<file path="config.mk">
export PLATFORM = sky130hd
export DESIGN_NAME = bmp_rle_pixel_decoder_core
export DESIGN_NICKNAME = d
export VERILOG_FILES = /design/src/hw/rtl/bmprle_pkg.sv /design/src/hw/rtl/bmprle_front.sv /design/src/hw/rtl/bmprle_cmdq.sv /design/src/hw/rtl/bmprle_back.sv /design/src/hw/rtl/bmp_rle_pixel_decoder_core.sv
export VERILOG_INCLUDE_DIRS = /design/src /design/src/hw/rtl
export SDC_FILE = /design/constraint.sdc
export NUM_CORES = 1
export LEC_CHECK = 0
export ABC_AREA = 1
export BUFFER_PORTS_ARGS = -buffer_cell sky130_fd_sc_hd__buf_4
export CAP_MARGIN = 10
export CELL_PAD_IN_SITES_DETAIL_PLACEMENT = 1
export CELL_PAD_IN_SITES_GLOBAL_PLACEMENT = 1
export CORE_UTILIZATION = 50
export CTS_CLUSTER_DIAMETER = 200
export CTS_CLUSTER_SIZE = 14
export DETAILED_ROUTE_END_ITERATION = 8
export HOLD_SLACK_MARGIN = 0.05
export MAX_ROUTING_LAYER = met4
export PLACE_DENSITY_LB_ADDON = 0.1
export RECOVER_POWER = 50
export SYNTH_ARGS = -nofsm -noshare
export SYNTH_HDL_FRONTEND = slang
export SYNTH_SLANG_ARGS = --single-unit
</file>
<file path="constraint.sdc">
create_clock -name clk -period 5.1 [get_ports clk]
set_input_delay 0.765 -clock clk [delete_from_list [all_inputs] [get_ports clk]]
set_output_delay 0.765 -clock clk [all_outputs]
set_load 0.01 [all_outputs]
</file>
<file path="src/hw/rtl/bmp_rle_pixel_decoder_core_defines.svh">
// ----------------------------------------------------------------------------
// Assertion macros for the bitmap RLE pixel decoder
// Shared helpers for concurrent checks, clocked on clk and disabled in reset.
// ----------------------------------------------------------------------------
`ifndef BMP_RLE_PIXEL_DECODER_CORE_DEFINES_SVH
`define BMP_RLE_PIXEL_DECODER_CORE_DEFINES_SVH

// The consequent must hold in the same cycle as the antecedent.
`define BMPRLE_ASSERT_SAME(label, ante, cons, msg) \
  label: assert property (@(posedge clk) disable iff (rst) (ante) |-> (cons)) \
    else $error(msg);

// The consequent must hold in the cycle after the antecedent.
`define BMPRLE_ASSERT_NEXT(label, ante, cons, msg) \
  label: assert property (@(posedge clk) disable iff (rst) (ante) |=> (cons)) \
    else $error(msg);

`endif

</file>
<file path="src/hw/rtl/bmprle_pkg.sv">
// ----------------------------------------------------------------------------
// bmprle_pkg
// Types and constants shared by the front parser, command queue and back end.
// ----------------------------------------------------------------------------
package bmprle_pkg;

  localparam int PIXELS_PER_RESULT = 4;
  // A result has four pixel fields, so a run group never exceeds four.
  localparam int GROUP_SIZE = (PIXELS_PER_RESULT > 4) ? 4 : PIXELS_PER_RESULT;
  localparam int CMD_DEPTH_DEFAULT = 4;

  localparam logic [7:0] NIBBLE_MASK = 8'h0f;

  // Escape codes that follow a zero count byte.
  localparam logic [7:0] ESC_EOL   = 8'd0;
  localparam logic [7:0] ESC_EOB   = 8'd1;
  localparam logic [7:0] ESC_DELTA = 8'd2;

  typedef enum logic [2:0] {
    PH_COUNT,
    PH_SECOND,
    PH_ABS,
    PH_PAD,
    PH_DELTA
  } phase_t;

  // One unit of work for the back end. Even-indexed pixels take pix_even,
  // odd-indexed pixels take pix_odd. A count of zero is a bare mark.
  typedef struct packed {
    logic [7:0] pix_even;
    logic [7:0] pix_odd;
    logic [7:0] count;
    logic       eol;
    logic       eob;
  } cmd_t;

endpackage

</file>
<file path="src/hw/rtl/bmprle_front.sv">
// ----------------------------------------------------------------------------
// bmprle_front
// Byte parser: tracks the stream phase and turns pixel-producing bytes and
// line or bitmap marks into commands for the back end.
// ----------------------------------------------------------------------------
module bmprle_front
  import bmprle_pkg::*;
(
  input  logic       clk,
  input  logic       rst,
  input  logic       accept,
  input  logic [7:0] data_byte,
  input  logic       rle_mode,
  output logic       cmd_push,
  output cmd_t       cmd
);

  phase_t     phase, phase_next;
  logic [7:0] held_count, held_count_next;
  logic [7:0] abs_rem, abs_rem_next;
  logic       pad_pending, pad_pending_next;
  logic [1:0] skip_rem, skip_rem_next;

  logic [7:0] abs_n;
  logic [8:0] abs_total;
  logic [8:0] abs_data;

  // Pixels carried by one absolute data byte, limited by what is left.
  always_comb begin
    if (rle_mode) begin
      abs_n = (abs_rem >= 8'd2) ? 8'd2 : 8'd1;
    end else begin
      abs_n = 8'd1;
    end
    if (abs_n > abs_rem) begin
      abs_n = abs_rem;
    end
  end

  assign abs_total = ((({1'b0, data_byte}) + 9'd3) >> 1) & ~9'd1;
  assign abs_data  = (({1'b0, data_byte}) + 9'd1) >> 1;

  always_comb begin
    phase_next       = phase;
    held_count_next  = held_count;
    abs_rem_next     = abs_rem;
    pad_pending_next = pad_pending;
    skip_rem_next    = skip_rem;
    if (accept) begin
      case (phase)
        PH_SECOND: begin
          phase_next = PH_COUNT;
          if (held_count == 8'd0) begin
            if (data_byte == ESC_DELTA) begin
              skip_rem_next = 2'd2;
              phase_next    = PH_DELTA;
            end else if (data_byte != ESC_EOL && data_byte != ESC_EOB) begin
              abs_rem_next = data_byte;
              if (rle_mode) begin
                pad_pending_next = (abs_total > abs_data);
              end else begin
                pad_pending_next = data_byte[0];
              end
              phase_next = PH_ABS;
            end
          end
        end
        PH_ABS: begin
          abs_rem_next = abs_rem - abs_n;
          if (abs_rem == abs_n) begin
            phase_next = pad_pending ? PH_PAD : PH_COUNT;
          end
        end
        PH_PAD: begin
          pad_pending_next = 1'b0;
          phase_next       = PH_COUNT;
        end
        PH_DELTA: begin
          if (skip_rem != 2'd0) begin
            skip_rem_next = skip_rem - 2'd1;
          end
          if (skip_rem <= 2'd1) begin
            phase_next = PH_COUNT;
          end
        end
        default: begin
          held_count_next = data_byte;
          phase_next      = PH_SECOND;
        end
      endcase
    end
  end

  always_comb begin
    cmd_push = 1'b0;
    cmd      = '0;
    case (phase)
      PH_SECOND: begin
        if (held_count != 8'd0) begin
          cmd_push  = accept;
          cmd.count = held_count;
          if (rle_mode) begin
            cmd.pix_even = (data_byte >> 4) & NIBBLE_MASK;
            cmd.pix_odd  = data_byte & NIBBLE_MASK;
          end else begin
            cmd.pix_even = data_byte;
            cmd.pix_odd  = data_byte;
          end
        end else if (data_byte == ESC_EOL) begin
          cmd_push = accept;
          cmd.eol  = 1'b1;
        end else if (data_byte == ESC_EOB) begin
          cmd_push = accept;
          cmd.eob  = 1'b1;
        end
      end
      PH_ABS: begin
        cmd_push  = accept;
        cmd.count = abs_n;
        if (rle_mode) begin
          cmd.pix_even = (data_byte >> 4) & NIBBLE_MASK;
          cmd.pix_odd  = data_byte & NIBBLE_MASK;
        end else begin
          cmd.pix_even = data_byte;
        end
      end
      default: begin
        cmd_push = 1'b0;
      end
    endcase
  end

  always_ff @(posedge clk) begin
    if (rst) begin
      phase       <= PH_COUNT;
      held_count  <= 8'd0;
      abs_rem     <= 8'd0;
      pad_pending <= 1'b0;
      skip_rem    <= 2'd0;
    end else begin
      phase       <= phase_next;
      held_count  <= held_count_next;
      abs_rem     <= abs_rem_next;
      pad_pending <= pad_pending_next;
      skip_rem    <= skip_rem_next;
    end
  end

endmodule

</file>
<file path="src/hw/rtl/bmprle_cmdq.sv">
// ----------------------------------------------------------------------------
// bmprle_cmdq
// Small first-in first-out queue of commands between parser and back end.
// A read loads the oldest command into an output register, which holds it
// until the next read.
// ----------------------------------------------------------------------------
module bmprle_cmdq
  import bmprle_pkg::*;
#(
  parameter int DEPTH = CMD_DEPTH_DEFAULT  // two or more entries
)
(
  input  logic clk,
  input  logic rst,
  input  logic wr_en,
  input  cmd_t wr_cmd,
  input  logic rd_en,
  output cmd_t rd_cmd,
  output logic q_full,
  output logic q_empty
);

  localparam int PTR_W = $clog2(DEPTH);
  localparam int CNT_W = $clog2(DEPTH + 1);

  cmd_t             mem [DEPTH];
  logic [PTR_W-1:0] wr_ptr;
  logic [PTR_W-1:0] rd_ptr;
  logic [CNT_W-1:0] fill;

  assign q_full  = (fill == CNT_W'(DEPTH));
  assign q_empty = (fill == '0);

  always_ff @(posedge clk) begin
    if (wr_en) begin
      mem[wr_ptr] <= wr_cmd;
    end
    if (rd_en) begin
      rd_cmd <= mem[rd_ptr];
    end
  end

  always_ff @(posedge clk) begin
    if (rst) begin
      wr_ptr <= '0;
      rd_ptr <= '0;
      fill   <= '0;
    end else begin
      if (wr_en) begin
        wr_ptr <= (wr_ptr == PTR_W'(DEPTH - 1)) ? '0 : wr_ptr + 1'b1;
      end
      if (rd_en) begin
        rd_ptr <= (rd_ptr == PTR_W'(DEPTH - 1)) ? '0 : rd_ptr + 1'b1;
      end
      if (wr_en && !rd_en) begin
        fill <= fill + 1'b1;
      end else if (rd_en && !wr_en) begin
        fill <= fill - 1'b1;
      end
    end
  end

endmodule

</file>
<file path="src/hw/rtl/bmprle_back.sv">
// ----------------------------------------------------------------------------
// bmprle_back
// Expands one command at a time into result groups and holds the result
// in an output register until it is popped.
// ----------------------------------------------------------------------------
`include "bmp_rle_pixel_decoder_core_defines.svh"

module bmprle_back
  import bmprle_pkg::*;
(
  input  logic       clk,
  input  logic       rst,
  input  cmd_t       q_cmd,
  input  logic       q_empty,
  output logic       q_pop,
  input  logic       pop,
  output logic       empty,
  output logic [7:0] pixel_a,
  output logic [7:0] pixel_b,
  output logic [7:0] pixel_c,
  output logic [7:0] pixel_d,
  output logic [2:0] pixel_count,
  output logic       end_of_line,
  output logic       end_of_bitmap,
  output logic       last_of_run
);

  localparam logic [7:0] GROUP8 = 8'(GROUP_SIZE);

  logic       busy;
  logic [7:0] pix_even;
  logic [7:0] pix_odd;
  logic [7:0] sent;
  logic [7:0] rem;
  logic       eol;
  logic       eob;

  logic       out_valid;
  logic [7:0] out_pix [4];
  logic [2:0] out_count;
  logic       out_eol;
  logic       out_eob;
  logic       out_last;

  logic       emit;
  logic       slot_free;
  logic [7:0] grp_n;
  logic       grp_last;
  logic [7:0] grp_pix [4];

  assign slot_free = !out_valid || pop;
  assign emit      = busy && slot_free;
  assign q_pop     = !busy && !q_empty;

  // The queue's read register holds the current command from the cycle
  // after the pop until the command is finished.
  assign pix_even = q_cmd.pix_even;
  assign pix_odd  = q_cmd.pix_odd;
  assign eol      = q_cmd.eol;
  assign eob      = q_cmd.eob;
  assign rem      = q_cmd.count - sent;

  assign grp_last = (rem <= GROUP8);
  assign grp_n    = grp_last ? rem : GROUP8;

  // Each group starts at an even pixel index, so parity follows the lane.
  always_comb begin
    for (int i = 0; i < 4; i++) begin
      if (8'(i) < grp_n) begin
        grp_pix[i] = i[0] ? pix_odd : pix_even;
      end else begin
        grp_pix[i] = 8'd0;
      end
    end
  end

  always_ff @(posedge clk) begin
    if (q_pop) begin
      sent <= 8'd0;
    end else if (emit) begin
      sent <= sent + grp_n;
    end
    if (emit) begin
      out_pix   <= grp_pix;
      out_count <= grp_n[2:0];
      out_eol   <= eol;
      out_eob   <= eob;
      out_last  <= grp_last;
    end
  end

  always_ff @(posedge clk) begin
    if (rst) begin
      busy      <= 1'b0;
      out_valid <= 1'b0;
    end else begin
      if (q_pop) begin
        busy <= 1'b1;
      end else if (emit && grp_last) begin
        busy <= 1'b0;
      end
      if (emit) begin
        out_valid <= 1'b1;
      end else if (pop) begin
        out_valid <= 1'b0;
      end
    end
  end

  assign empty         = !out_valid;
  assign pixel_a       = out_pix[0];
  assign pixel_b       = out_pix[1];
  assign pixel_c       = out_pix[2];
  assign pixel_d       = out_pix[3];
  assign pixel_count   = out_count;
  assign end_of_line   = out_eol;
  assign end_of_bitmap = out_eob;
  assign last_of_run   = out_last;

  `BMPRLE_ASSERT_SAME(a_mark_single, out_valid && (out_eol || out_eob),
    out_count == 3'd0 && out_last, "mark result must be empty and last")
  `BMPRLE_ASSERT_SAME(a_full_group, out_valid && !out_last,
    out_count == 3'(GROUP_SIZE), "non-final group must be full")
  `BMPRLE_ASSERT_SAME(a_load_idle, q_pop, !busy, "command loaded while busy")
  `BMPRLE_ASSERT_NEXT(a_load_busy, q_pop, busy, "loaded command not started")

endmodule

</file>
<file path="src/hw/rtl/bmp_rle_pixel_decoder_core.sv">
// ----------------------------------------------------------------------------
// bmp_rle_pixel_decoder_core
// Bitmap RLE8 / RLE4 stream decoder producing palette index groups.
// ----------------------------------------------------------------------------
// Usage:
//   Compressed bytes enter on data_byte; an item is taken at a clock edge
//   with push high and full low. Results leave like a queue: while empty is
//   low the oldest result sits on the pixel and flag ports, and it is taken
//   at an edge with pop high. rle_mode is written through cfg_write and
//   cfg_data while the decoder is idle.
// Timing:
//   The parser takes one byte per cycle while its command queue has room.
//   A byte that produces pixels leaves a command; if the back end is idle,
//   the queue's read register loads it and its first result then enters
//   the output register once that is free. The back end takes a command
//   only while idle and emits one result per group of up to four pixels;
//   an absolute byte or a line or bitmap mark gives one result. It thus
//   sets the sustained rate; count, escape, delta and pad bytes add no work.
// Stalls and reset:
//   A result that is not popped stays in the output register; the back end
//   then halts, the command queue fills, and full is raised. Reset empties
//   the queue and output register, returns the parser to expecting a count
//   byte, and sets rle_mode to 8-bit mode.
// ----------------------------------------------------------------------------
module bmp_rle_pixel_decoder_core
  import bmprle_pkg::*;
#(
  parameter int CMD_DEPTH = CMD_DEPTH_DEFAULT
)
(
  input  logic       clk,
  input  logic       rst,
  input  logic       cfg_write,
  input  logic       cfg_data,
  input  logic       push,
  output logic       full,
  input  logic [7:0] data_byte,
  input  logic       pop,
  output logic       empty,
  output logic [7:0] pixel_a,
  output logic [7:0] pixel_b,
  output logic [7:0] pixel_c,
  output logic [7:0] pixel_d,
  output logic [2:0] pixel_count,
  output logic       end_of_line,
  output logic       end_of_bitmap,
  output logic       last_of_run
);

  logic rle_mode;
  logic accept;
  logic cmd_push;
  cmd_t front_cmd;
  cmd_t q_cmd;
  logic q_full;
  logic q_empty;
  logic q_pop;

  // Mode register: each byte is decoded in the mode in force on arrival.
  always_ff @(posedge clk) begin
    if (rst) begin
      rle_mode <= 1'b0;
    end else if (cfg_write) begin
      rle_mode <= cfg_data;
    end
  end

  assign full   = q_full;
  assign accept = push && !q_full;

  bmprle_front u_front (
    .clk       (clk),
    .rst       (rst),
    .accept    (accept),
    .data_byte (data_byte),
    .rle_mode  (rle_mode),
    .cmd_push  (cmd_push),
    .cmd       (front_cmd)
  );

  bmprle_cmdq #(
    .DEPTH (CMD_DEPTH)
  ) u_cmdq (
    .clk     (clk),
    .rst     (rst),
    .wr_en   (cmd_push),
    .wr_cmd  (front_cmd),
    .rd_en   (q_pop),
    .rd_cmd  (q_cmd),
    .q_full  (q_full),
    .q_empty (q_empty)
  );

  bmprle_back u_back (
    .clk           (clk),
    .rst           (rst),
    .q_cmd         (q_cmd),
    .q_empty       (q_empty),
    .q_pop         (q_pop),
    .pop           (pop),
    .empty         (empty),
    .pixel_a       (pixel_a),
    .pixel_b       (pixel_b),
    .pixel_c       (pixel_c),
    .pixel_d       (pixel_d),
    .pixel_count   (pixel_count),
    .end_of_line   (end_of_line),
    .end_of_bitmap (end_of_bitmap),
    .last_of_run   (last_of_run)
  );

endmodule

</file>
### Word-level counts from Yosys, hierarchy flattened

Memory sizes are Yosys's and may differ from the RTL's. A register that Yosys moved wholly into a read port is not among the register bits.
Index checks and enable logic that the tools add are counted.

| word-level totals | value |
|---|---|
| register bits | 78 |
| bits in writable memories | 104 |
| input port bits | 14 |
| logic and storage cells | 139 |
| memories kept | 1 |

| operators by class | value |
|---|---|
| add/sub/neg operators | 10 |
| magnitude comparators | 9 |
| equality and inequality tests | 18 |
| muxes and demuxes | 48 |
| bitwise gates (word level) | 1 |
| reductions and logical operators | 32 |

Memories:

| name | depth | width | read ports | clocked after Yosys merged registers in | write ports | line | text |
|---|---|---|---|---|---|---|---|
| u_cmdq.mem | 4 | 26 | 1 | 1 | 1 | bmprle_cmdq.sv:26 | `cmd_t mem [DEPTH];` |

Operator list:

| kind | count |
|---|---|
| $mux 8 | 7 |
| $pmux 24 s2 | 1 |
| $mux 24 | 1 |
| $mux 2 | 10 |
| $mux 3 | 6 |
| $gt 8x8->1 | 2 |
| $logic_not 8->1 | 2 |
| $lt 1x8->1 const A | 2 |
| $lt 2x8->1 const A | 2 |
| $mux 1 | 16 |
| $mux 16 | 1 |
| $pmux 8 s2 | 1 |
| $reduce_bool 8->1 | 2 |
| $sub 8x8->8 | 2 |
| $reduce_and 5->1 | 3 |
| $reduce_bool 2->1 | 7 |
| $ne 2x1->1 const B | 6 |
| $pmux 3 s4 | 1 |
| $add 8x1->9 const B | 1 |
| $add 8x2->9 const B | 1 |
| $add 8x8->8 | 1 |
| $eq 8x1->1 const B | 1 |
| $eq 8x2->1 const B | 1 |
| $eq 8x8->1 | 1 |
| 24 further kinds | 40 |

### Depth between registers and ports, before layout

| depth | value |
|---|---|
| word-level depth | 11 |
| depth in mapped cells | 24 |

### By module

From an unflattened synthesis, not the netlist that was laid out.

| unflattened totals | value |
|---|---|
| cell total of the unflattened synthesis | 965 |
| area total of the unflattened synthesis | 9816.9 sq um |

By module, submodules not included:

| module | instances | cells an instance | area an instance (sq um) |
|---|---|---|---|
| bmprle_cmdq | 1 | 333 | 5082.4 |
| bmprle_back | 1 | 273 | 2534.9 |
| bmprle_front | 1 | 350 | 2147.1 |
| bmp_rle_pixel_decoder_core | 1 | 9 | 52.6 |

### Worst setup path after synthesis

No wires, ideal clock.

| timing | value |
|---|---|
| path type | register -> register |
| start point | register, netlist name u_cmdq.rd_cmd[2] |
| end point | register u_back.sent[6] |
| library setup time | 0.064 ns |
| data arrival time | 3.306 ns |
| setup slack | 1.731 ns |
| stages on the path, launching flop included | 24 |
| cells stage by stage | edfxtp_1 -> inv_1 -> ha_1 -> inv_1 -> fa_1 -> nand2_1 -> nand2_1 -> nand3b_1 -> nand3b_1 -> nand2_1 -> nand2_1 -> nor2_2 -> inv_1 -> nor2_1 -> inv_1 -> fa_1 -> o21ai_0 -> a21oi_1 -> nor2_1 -> nor2_1 -> or2_2 -> nand3_1 -> o211ai_1 -> inv_1 |

| on the way | value |
|---|---|
| longest elaborated chain between the ends | 4 |

Ends and longest elaborated chain:

| item | line | text |
|---|---|---|
| $sub 8x8->8 | bmprle_back.sv:61 | `assign rem = q_cmd.count - sent;` |
| $le 8x3->1 | bmprle_back.sv:63 | `assign grp_last = (rem <= GROUP8);` |
| via u_back.grp_last | bmprle_back.sv:48 | `logic grp_last;` |
| $mux 8 | bmprle_back.sv:64 | `assign grp_n = grp_last ? rem : GROUP8;` |
| via u_back.grp_n[1] | bmprle_back.sv:47 | `logic [7:0] grp_n;` |
| $add 8x8->8 | bmprle_back.sv:81 | `sent <= sent + grp_n;` |
| to (signal assigned) | bmprle_back.sv:81 |  |
| to (decl) | bmprle_back.sv:33 | `logic [7:0] sent;` |

The timed path passes the listed nets, and every way through them passes these cells.
A chain may end at the register's enable or synchronous reset.

### Final worst setup path

| timing | value |
|---|---|
| start point | register u_front.phase[0] |
| end point | register u_cmdq.fill[2] |

| on the way | value |
|---|---|
| longest elaborated chain between the ends | 5 |

Ends and longest elaborated chain:

| item | line | text |
|---|---|---|
| from (decl) | bmprle_front.sv:18 | `phase_t phase, phase_next;` |
| from (signal assigned) | bmprle_front.sv:141 | `phase <= phase_next;` |
| $eq 3x2->1 or $eq 3x1->1 (tied branches) | bmprle_front.sv:97 | `case (phase)` |
| $pmux 1 s2 * | bmprle_front.sv:97 |  |
| via cmd_push | bmp_rle_pixel_decoder_core.sv:52 | `logic cmd_push;` |
| $logic_not 1->1 | bmprle_cmdq.sv:57 | `end else if (rd_en && !wr_en) begin` |
| $logic_and 1x1->1 | bmprle_cmdq.sv:57 |  |
| $reduce_bool 2->1 (no source line) | - |  |
| to (signal assigned) | bmprle_cmdq.sv:56 | `fill <= fill + 1'b1;` |
| to (signal assigned) | bmprle_cmdq.sv:58 | `fill <= fill - 1'b1;` |
| to (decl) | bmprle_cmdq.sv:29 | `logic [CNT_W-1:0] fill;` |

The timed path passes the listed nets; every way through them passes the cells marked *.

==> flow_metrics.tcl <==
set metrics [dict create \
    period_share_pct 83.7 \
    timing.critical_path.required_ns 5.45 \
    critical_path_class "register to register" \
    clkSinkCount 208 \
    vdd_drop_max_uv 262 \
    starting_drc_count_in_detailed_routing 267 \
    dpl_cell_area_um2 10100 \
    start_util_pct 50.9 \
    combinational_cell_fraction_of_total_power_pct 37.1 \
    routed_wire_length_per_instance_um 18.5 \
    synthDominantAreaCellType "sky130_fd_sc_hd__edfxtp_1" \
    powerDensity_nw_per_um2 587 \
    r2r_start "u_front.phase[0]$_SDFFE_PP0P_" \
    post_cts_clock_slew_at_the_launch_and_capture_registers_of_the_worst_setup_and_hold_paths_ns 0.07 \
    gp_congestion 0.873 \
    synth_cells 914 \
    rsz0062_at_grt "false" \
    routed_via_density 5.53 \
    fin_worst_hold_slack_ns 0.428 \
    worst-slew-pin-transition_ns 2.25 \
    slew_violations 46 \
    cell_internal_pwr_uw 3800 \
    dr_total_vias 6712 \
    layout_min_cycle_time_ns 4.27 \
    cts_root_buffer "sky130_fd_sc_hd__clkbuf_16" \
    setup_slack_ns 0.832 \
    max-cap-violations 1 \
    crit_path_start "u_front.phase[0]$_SDFFE_PP0P_" \
    p_seq_share_pct 42.0 \
    cts_resized 0 \
    antenna_found_initial 0 \
    place_hpwl_mm 15.9 \
    crit_arrival_ns 4.62 \
    floorplan.rows 50 \
    ios 54 \
    layout-drive-gt1-share_pct 6.13 \
    number_of_synthesized_flops_with_an_enable_pin 168 \
    via_count_of_the_first_global_routing_pass 7099 \
    routed_wirelength_mm 22.4 \
    hold_viol 0 \
    power.switching_fraction_pct 38.2 \
    insertion_delay_ns 0.47 \
    htree_levels 1 \
    synth_top_flop_cell "sky130_fd_sc_hd__edfxtp_1" \
    synthDistinctLibCells 42 \
    multiInputGateArea_um2 3040 \
    pin_count_of_the_biggest_net_entering_global_routing 56 \
    achievable_freq_mhz 234 \
    final_nets 1022 \
    yosysTopAreaCellShare_pct 53.2 \
    gr-usage-all-layers_pct 24.1 \
    cts_buffers 18 \
    power_switching_uw 2350 \
    core_um2 18600 \
    detailedPlace.worstSlack_ns 1.35 \
    finalInstanceArea_um2 10500 \
    yosysWarnings 0 \
    launch_instance_of_the_worst_min_delay_path "u_cmdq.rd_cmd[0]$_DFFE_PP_" \
    worst_clock_skew_ns 0.00895 \
    post_cts_setup_inserts 0 \
    die_w_um 140 \
    fin_tns_setup_ns 0 \
    die_area_um2 19500 \
    detail-route-antenna-nets 0 \
    holdBufCountCts 0 \
    post_synth_most_frequent_cells "sky130_fd_sc_hd__edfxtp_1, sky130_fd_sc_hd__inv_1, sky130_fd_sc_hd__nor2_1" \
    yosysSeqAreaShare_pct 61.6 \
    clock_path_buffers 3 \
    synthMostInstantiatedCell "sky130_fd_sc_hd__edfxtp_1" \
    detailedRoute.firstPassIterationCount 5 \
    regToRegEndpoint "u_cmdq.fill[2]$_SDFFE_PP0P_" \
    layout.area.seq_um2 5850 \
    syn2layout_area_growth_pct 10.5 \
    io_buffers 53 \
    post-layout-total-power_uw 6160 \
    tritoncts_clock_tree "done" \
    hold_end "u_back.end_of_bitmap$_DFFE_PP_" \
    outcome "finished, violations left" \
    synth.area.top_cells "sky130_fd_sc_hd__edfxtp_1, sky130_fd_sc_hd__dfxtp_1, sky130_fd_sc_hd__o21ai_0, sky130_fd_sc_hd__ha_1, sky130_fd_sc_hd__inv_1" \
    syn-cell-area_um2 9490 \
    postSynthRegisterBits 208 \
    cp_max_fo 10 \
    num_antenna_cells 0 \
    nFillCells 2083 \
    grt_pass1_wl_mm 36.0 \
    power.share.clock_pct 20.9 \
    die-height_um 140 \
    drc_errors 0 \
    ff_to_ff_path_depth 15 \
    timing.hold.worst.class "register to register" \
    timing.hold.worst_path_depth 0 \
    startpoint_type "register" \
    timing.critical_path.to_type "register" \
    r2r_slack_ns 0.83 \
    syn_area_per_cell_um2 10.4 \
    timing.final.setup_violations 0 \
    total_leakage_power_uw 0.00411 \
    synth-async-reset-ratio_pct 0 \
    violations "max-capacitance violations, max-slew violations" \
    grt.overflow.total 0 \
    maxSlewHeadroom_pct -49.7 \
]
worst max-delay path, cell delays in order (launching register included):
cell,delay (ns)
sky130_fd_sc_hd__dfxtp_1,0.40
sky130_fd_sc_hd__inv_1,0.10
sky130_fd_sc_hd__nor2_1,0.10
sky130_fd_sc_hd__inv_1,0.06
sky130_fd_sc_hd__nor2_1,0.39
sky130_fd_sc_hd__clkinvlp_2,0.52
sky130_fd_sc_hd__nor2_1,0.77
sky130_fd_sc_hd__nor2_4,0.17
sky130_fd_sc_hd__a21oi_2,0.26
sky130_fd_sc_hd__ha_1,0.19
sky130_fd_sc_hd__inv_1,0.08
sky130_fd_sc_hd__fa_1,0.40
sky130_fd_sc_hd__a21oi_1,0.19
sky130_fd_sc_hd__o21ai_0,0.17
sky130_fd_sc_hd__o21ai_0,0.26
sky130_fd_sc_hd__a21oi_1,0.07
power by group through the flow:
| stage | logic (uW) | clock network, uW | registers [uW] |
|---|---|---|---|
| after floorplan | 1610 | 0 | 2610 |
| after global placement | 2250 | 0 | 2600 |
| after detailed placement | 2410 | 0 | 2620 |
| after CTS | 2430 | 1310 | 2590 |
| after global routing | 2610 | 1360 | 2630 |
| final | 2290 | 1290 | 2590 |
cells by family after synthesis:
group	synth area share, %
AND/OR/NAND/NOR	12.9
flip-flops	61.6
AO/OA/AOI/OAI	11.5
buffers and inverters	6.42
adder cells (fa/ha/maj)	5.72
XOR/XNOR	1.75
other	0.0395
worst max-delay path by stage:
stage                                              to  cells past startpoint
after floorplan           u_back.sent[6]$_SDFFE_PP0P_                     23
after global placement    u_back.sent[6]$_SDFFE_PP0P_                     23
after detailed placement  u_back.sent[6]$_SDFFE_PP0P_                     23
after CTS                 u_back.sent[6]$_SDFFE_PP0P_                     23
after global routing      u_cmdq.fill[2]$_SDFFE_PP0P_                     15
final                     u_cmdq.fill[2]$_SDFFE_PP0P_                     15
per-layer routing:
metal | part of all wire (%) | global-route usage, % | up-vias
met1 | 42 | 28.3 | 3328
met2 | 52 | 44.0 | 146
met3 | 3.7 | 2.96 | 29
li1 | - | - | 3209
met5 | 0 | - | -
met4 | 1.6 | 5.67 | 0
cell type report:
class / instances / area share, %
Multi-Input combinational cell: 550 / 29.0
Inverter: 132 / 4.76
Timing Repair Buffer: 57 / 2.54
Tap cell: 234 / 2.79
Clock buffer: 32 / 5.10
Sequential cell: 208 / 55.8
flip-flops by register name, indices dropped and copies added (netlist names), named ones only:
| name | flops |
|---|---|
| rle_mode | 1 |
| u_front.held_count | 8 |
| u_front.skip_rem | 2 |
| u_back.busy | 1 |
| u_back.pixel_c | 8 |
| u_front.pad_pending | 1 |
| u_back.pixel_count | 3 |
| u_front.phase | 3 |
| u_cmdq.rd_cmd | 26 |
| u_back.pixel_d | 8 |
| u_back.sent | 7 |
| u_cmdq.rd_ptr | 2 |
| u_back.last_of_run | 1 |
| u_back.end_of_bitmap | 1 |
| u_cmdq.wr_ptr | 2 |
| u_back.end_of_line | 1 |
| u_back.out_valid | 1 |
| u_back.pixel_b | 8 |
| u_back.pixel_a | 8 |
| u_front.abs_rem | 8 |
| u_cmdq.mem | 104 |
| u_cmdq.fill | 3 |
per-stage QoR:
| stage | cells | utilization [%] |
|---|---|---|
| 2_1_floorplan | 917 | - |
| 3_3_place_gp | 1181 | 54.4 |
| 3_5_place_dp | 1181 | 54.4 |
| 4_1_cts | 1213 | 57.3 |
| 5_1_grt | 1213 | 56.2 |
| 6_report | 1213 | 56.2 |
cell usage in the layout (no fill, tap or decap), drive strengths merged, types with 2 or more instances in the layout:
cell / instances
xor2: 14
nor4: 3
clkinv: 2
a21oi: 55
conb: 4
o21ai: 101
edfxtp: 168
or2: 5
a31oi: 2
inv: 129
nand3b: 4
buf: 13
a21o: 2
nand2: 116
a211oi: 8
nand4: 8
o211ai: 2
nor2: 124
xnor2: 5
fa: 4
nor3: 9
dfxtp: 40
o22ai: 27
ha: 37
clkbuf: 76
nand3: 17
No activity file was read; power rests on OpenSTA's default activity.
